<file path="src/rtl/lslf_pkg.sv">
// Shared widths, payload structs, product codes and back-end state type
// for the least-squares line fit. No dependencies.
package lslf_pkg;

  localparam int X_W         = 20;
  localparam int Y_W         = 24;
  localparam int MAX_SAMPLES = 65536;
  localparam int CNT_W       = $clog2(MAX_SAMPLES + 1);
  localparam int SX_W        = 36;
  localparam int SXX_W       = 56;
  localparam int SY_W        = 40;
  localparam int SXY_W       = 60;
  localparam int XX_W        = 2 * X_W;
  localparam int XY_W        = X_W + Y_W;
  localparam int COEF_W      = 48;
  localparam int FRAC_BITS   = 16;

  // solver datapath
  localparam int WIDE_W     = 128;
  localparam int LIMB_W     = 32;
  localparam int OP_W       = 2 * LIMB_W;
  localparam int PP_W       = 2 * LIMB_W;
  localparam int DIV_CNT_W  = $clog2(WIDE_W);
  localparam int PROD_IDX_W = 3;
  localparam int NUM_PRODS  = 6;

  // request queue
  localparam int QDEPTH = 2;
  localparam int QPTR_W = 1;
  localparam int QCNT_W = $clog2(QDEPTH + 1);

  // product codes
  localparam logic [PROD_IDX_W-1:0] P_NXX    = 3'd0;  // n * Sxx
  localparam logic [PROD_IDX_W-1:0] P_XX     = 3'd1;  // Sx * Sx
  localparam logic [PROD_IDX_W-1:0] P_SXX_SY = 3'd2;  // Sxx * Sy
  localparam logic [PROD_IDX_W-1:0] P_SX_SXY = 3'd3;  // Sx * Sxy
  localparam logic [PROD_IDX_W-1:0] P_N_SXY  = 3'd4;  // n * Sxy
  localparam logic [PROD_IDX_W-1:0] P_SX_SY  = 3'd5;  // Sx * Sy

  // limb-pair step of one 64x64 product
  localparam logic [1:0] STEP_FIRST = 2'b00;
  localparam logic [1:0] STEP_LAST  = 2'b11;

  localparam logic [COEF_W-1:0] COEF_MAX = {1'b0, {(COEF_W-1){1'b1}}};
  localparam logic [COEF_W-1:0] COEF_MIN = {1'b1, {(COEF_W-1){1'b0}}};

  typedef struct packed {
    logic            last;
    logic [Y_W-1:0]  sample_y;
    logic [X_W-1:0]  sample_x;
  } in_req_t;

  typedef struct packed {
    logic signed [COEF_W-1:0] intercept;
    logic signed [COEF_W-1:0] slope;
    logic                     singular;
    logic [CNT_W-1:0]         sample_count;
  } out_res_t;

  // frozen sums of one finished set
  typedef struct packed {
    logic [CNT_W-1:0] count;
    logic [SX_W-1:0]  sum_x;
    logic [SXX_W-1:0] sum_xx;
    logic [SY_W-1:0]  sum_y;
    logic [SXY_W-1:0] sum_xy;
  } snap_t;

  typedef struct packed {
    logic              empty;
    logic [QCNT_W-1:0] count;
  } q_stat_t;

  typedef enum logic [3:0] {
    BK_IDLE,
    BK_MUL,
    BK_DRAIN,
    BK_DET,
    BK_PREP,
    BK_NUM,
    BK_DIV,
    BK_SAT,
    BK_OUT
  } back_state_t;

endpackage

</file>
<file path="src/rtl/lslf_fifo.sv">
// Two-entry queue of set snapshots between front end and solver.
// Uses lslf_pkg.
module lslf_fifo import lslf_pkg::*; (
  input  logic    clk,
  input  logic    rst_n,
  input  logic    push,
  input  snap_t   wr_snap,
  input  logic    pop,
  output snap_t   rd_snap,
  output q_stat_t q_stat
);

  snap_t             mem [QDEPTH];
  logic [QPTR_W-1:0] wr_ptr_r;
  logic [QPTR_W-1:0] rd_ptr_r;
  logic [QCNT_W-1:0] count_r;

  always_ff @(posedge clk) begin
    if (push) begin
      mem[wr_ptr_r] <= wr_snap;
    end
  end

  assign rd_snap      = mem[rd_ptr_r];
  assign q_stat.empty = (count_r == '0);
  assign q_stat.count = count_r;

  // pointers and fill count
  always_ff @(posedge clk) begin
    if (!rst_n) begin
      wr_ptr_r <= '0;
      rd_ptr_r <= '0;
      count_r  <= '0;
    end else begin
      if (push) begin
        wr_ptr_r <= wr_ptr_r + QPTR_W'(1);
      end
      if (pop) begin
        rd_ptr_r <= rd_ptr_r + QPTR_W'(1);
      end
      count_r <= count_r + QCNT_W'(push) - QCNT_W'(pop);
    end
  end

endmodule

</file>
<file path="config.mk">
export PLATFORM = sky130hd
export DESIGN_NAME = lslf_fifo
export DESIGN_NICKNAME = d
export VERILOG_FILES = /design/src/rtl/lslf_pkg.sv /design/src/rtl/lslf_fifo.sv
export SDC_FILE = /design/constraint.sdc
export NUM_CORES = 1
export LEC_CHECK = 0
export CAP_MARGIN = 5
export CORE_MARGIN = 2
export CORE_UTILIZATION = 61
export CTS_CLUSTER_SIZE = 28
export DETAILED_ROUTE_END_ITERATION = 10
export DONT_BUFFER_PORTS = 1
export MAX_ROUTING_LAYER = met4
export PLACE_DENSITY = 0.77
export SLEW_MARGIN = 20
export SYNTH_ARGS = -nofsm -noshare
export SYNTH_HDL_FRONTEND = slang
export SYNTH_SLANG_ARGS = --single-unit
</file>
<file path="constraint.sdc">
create_clock -name clk -period 16.6 [get_ports clk]
set_clock_uncertainty 0.2 [all_clocks]
set_input_delay 4.98 -clock clk [delete_from_list [all_inputs] [get_ports clk]]
set_output_delay 4.98 -clock clk [all_outputs]
set_load 0.02 [all_outputs]
</file>
==> impl_metrics.toml <==
[power_and_ir_drop]
switching_share = 0.221
netSwitchingPower_mw = 0.513
leakage_nw = 5.84
power.share.combinational = 0.096
power_mw = 2.33
ir_drop_v = 0.000106
power_frac_clock = 0.364
power_density_mw_per_mm2 = 135
p_int_mw = 1.81
power.share.sequential = 0.540

[clock_network]
cts_tree = "yes"
clock_sinks = 423
cts_inserted_buffers = 41
holdBufCountCts = 0
cts_buffer_depth = 3
clk_pin_slew_ns = 0.06
ctsResizeCount = 0
clock_latency_ns = 0.50
cts-root-buf = "clkbuf_16"
htreeDepth = 2
cts_setup_buffers = 0

[setup_path]
slowest_stage = "buf_4"
path_class = "reg -> out"
max_stage_delay_ns = 0.89
cp.required_ns = 11.42
r2r_slack_ns = 13.56
crit_path_end_kind = "output port"
worst_r2r_path_depth = 3
reg2reg_from = "wr_ptr_r$_SDFFE_PN0P_"
r2r_end = "mem[0][128]$_DFFE_PP_"
start_kind = "flop"
critPathMaxFanout = 65
cp.arrival_ns = 2.66
cp_cell_sequence = "buf_4, mux2_2"

[layout]
diodes = 0
regArea_mm2 = 0.0127
area_growth_pct = 9.86
multiInputGateArea_mm2 = 0.00285
fill_cells = 1518
fin_nets = 913
layout-drive-gt1-share = 0.374

[logic_synthesis]
synth_most_common_cell = "edfxtp_1"
ys_warn_count = 0
synth_top_area_share = 0.800
synth_cell_types = 15
netlist_top_cells_area = "edfxtp_1 (80%), mux2_4 (9.6%), mux2_2 (7.8%)"
yosysSeqAreaShare = 0.806
ys_seq_elements = 423
ys.flop_type = "edfxtp_1"
synthTopCellsByCount = "edfxtp_1 (418), mux2_2 (109), mux2_4 (100)"
syn_inst = 670
ys_async_sr_fraction = 0
yosysTopAreaCell = "edfxtp_1"
netlist_area_mm2 = 0.0157
synth.avg_cell_area_um2 = 23.4
synth_enable_flop_cells = 418
synth_nets = 885

[global_route]
antenna_found_initial = 0
grt.total_usage = 0.213
grt_max_degree = 80
first_global_vias = 6470
grt_remaining_overflow = 0
grt_pass1_wl_um = 40200

[detailed_routing]
via_per_inst = 5.92
firstDrtPassIters = 4
antenna_left = 0
drt_iter0_drc = 529
drcViolationCount = 0
routedWlPerCell_um = 27.9
vias = 6244
wl_um = 29400

[outcome]
status = "finished, final reports clean"

[timing]
grt_setup_unrepaired = "false"
layout_min_cycle_time_ns = 7.84
slew_violations = 0
fmax_mhz = 127
hold_viol_final = 0
final.setup.tns_ns = 0
final-setup-viol-count = 0
slew_headroom = 0.253
fin_crit_sh = 0.473
worst_pin_slew_ns = 1.12

[hold_path]
hold_class = "reg -> reg"
hold_depth = 2
worstHoldStart = "rd_ptr_r$_SDFFE_PN0P_"

[floorplanning]
initial_core_util = 0.623
core_area_mm2 = 0.0252
placementRows = 58
die_w_um = 164
pin_count = 425
die_area_mm2 = 0.0270
die_h_um = 164

[placed_design]
port_buffers = 0
dpl.hpwl_um = 20000
gp_congestion = 0.798

[run]
drv_cap = 0
## state kept, by name (all words and copies together) (netlist names), named ones only
signal / count
count_r: 2
rd_ptr_r: 1
mem: 418
wr_ptr_r: 1
## cells by family (layout without fill, tap and decap cells)
| group | after synthesis | count (layout) | synth area share |
|---|---|---|---|
| multiplexers | 209 | 209 | 0.174 |
| buffers and inverters | 25 | 79 | 0.0125 |
| flip-flops | 423 | 423 | 0.806 |
| XOR/XNOR | 2 | 2 | 0.00199 |
| adder cells (fa/ha/maj) | 2 | 2 | 0.00159 |
| AO/OA/AOI/OAI | 1 | 1 | 0.000479 |
| AND/OR/NAND/NOR | 8 | 8 | 0.00303 |
## metal layers
layer | up-vias | global-route usage | routed length, um
met3 | 51 | 0.110 | 4130
met4 | 0 | 0.0668 | 709
met1 | 3116 | 0.210 | 9410
met5 | - | - | 0
li1 | 2725 | - | -
met2 | 352 | 0.363 | 15200
## critical path: cells and delay by family, from the launching register on
kind,cells,cell delay (ns)
multiplexers,1,0.50
buffers and inverters,1,0.89
flip-flops,1,0.64
## power by group through the flow
stage | sequential [mW] | combinational, mW | clock, mW
finish | 1.26 | 0.223 | 0.846
global route | 1.26 | 0.234 | 0.906
CTS | 1.26 | 0.221 | 0.862
detailed placement | 1.28 | 0.220 | 0
global placement | 1.28 | 0.216 | 0
floorplan | 1.28 | 0.199 | 0
## how the worst max path moves through the flow
stage	start	endpoint	slack (ns)	depth (start not counted)
after detailed placement	flop	rd_snap[17]	8.77	2
after global routing	flop	rd_snap[203]	8.65	2
after CTS	flop	rd_snap[17]	8.23	2
after floorplan	push	wr_ptr_r$_SDFFE_PN0P_	1.56	2
final	flop	rd_snap[203]	8.76	2
after global placement	flop	rd_snap[15]	8.86	2
## layout by cell type, fill, tap and decap left out, types with 4 or more instances in the layout
master,count
mux2_2,109
clkinv_1,13
edfxtp_1,418
clkinv_2,4
buf_4,7
clkbuf_16,41
dfxtp_1,4
clkbuf_1,5
mux2_4,100
## cell type report
class                   instances  share of cell area
flip-flops and latches        423               0.734
well taps                     330              0.0240
multi-input cells             222               0.165
repair buffers                  8             0.00465
clock inverters                23              0.0107
clock buffers                  46              0.0606
inverters                       2            0.000436
## through the flow
stage | instances | setup slack (ns) | hold slack (ns) | util | cell area [um^2]
after floorplan | 670 | 1.56 | 0.355 | - | 15700
after global placement | 984 | 8.86 | 0.356 | 0.635 | 16000
after detailed placement | 984 | 8.77 | 0.404 | 0.635 | 16000
after CTS | 1053 | 8.23 | 0.412 | 0.683 | 17200
after global routing | 1054 | 8.65 | 0.455 | 0.684 | 17200
final | 1054 | 8.76 | 0.399 | 0.684 | 17200
No activity file was read; power rests on OpenSTA's default activity.
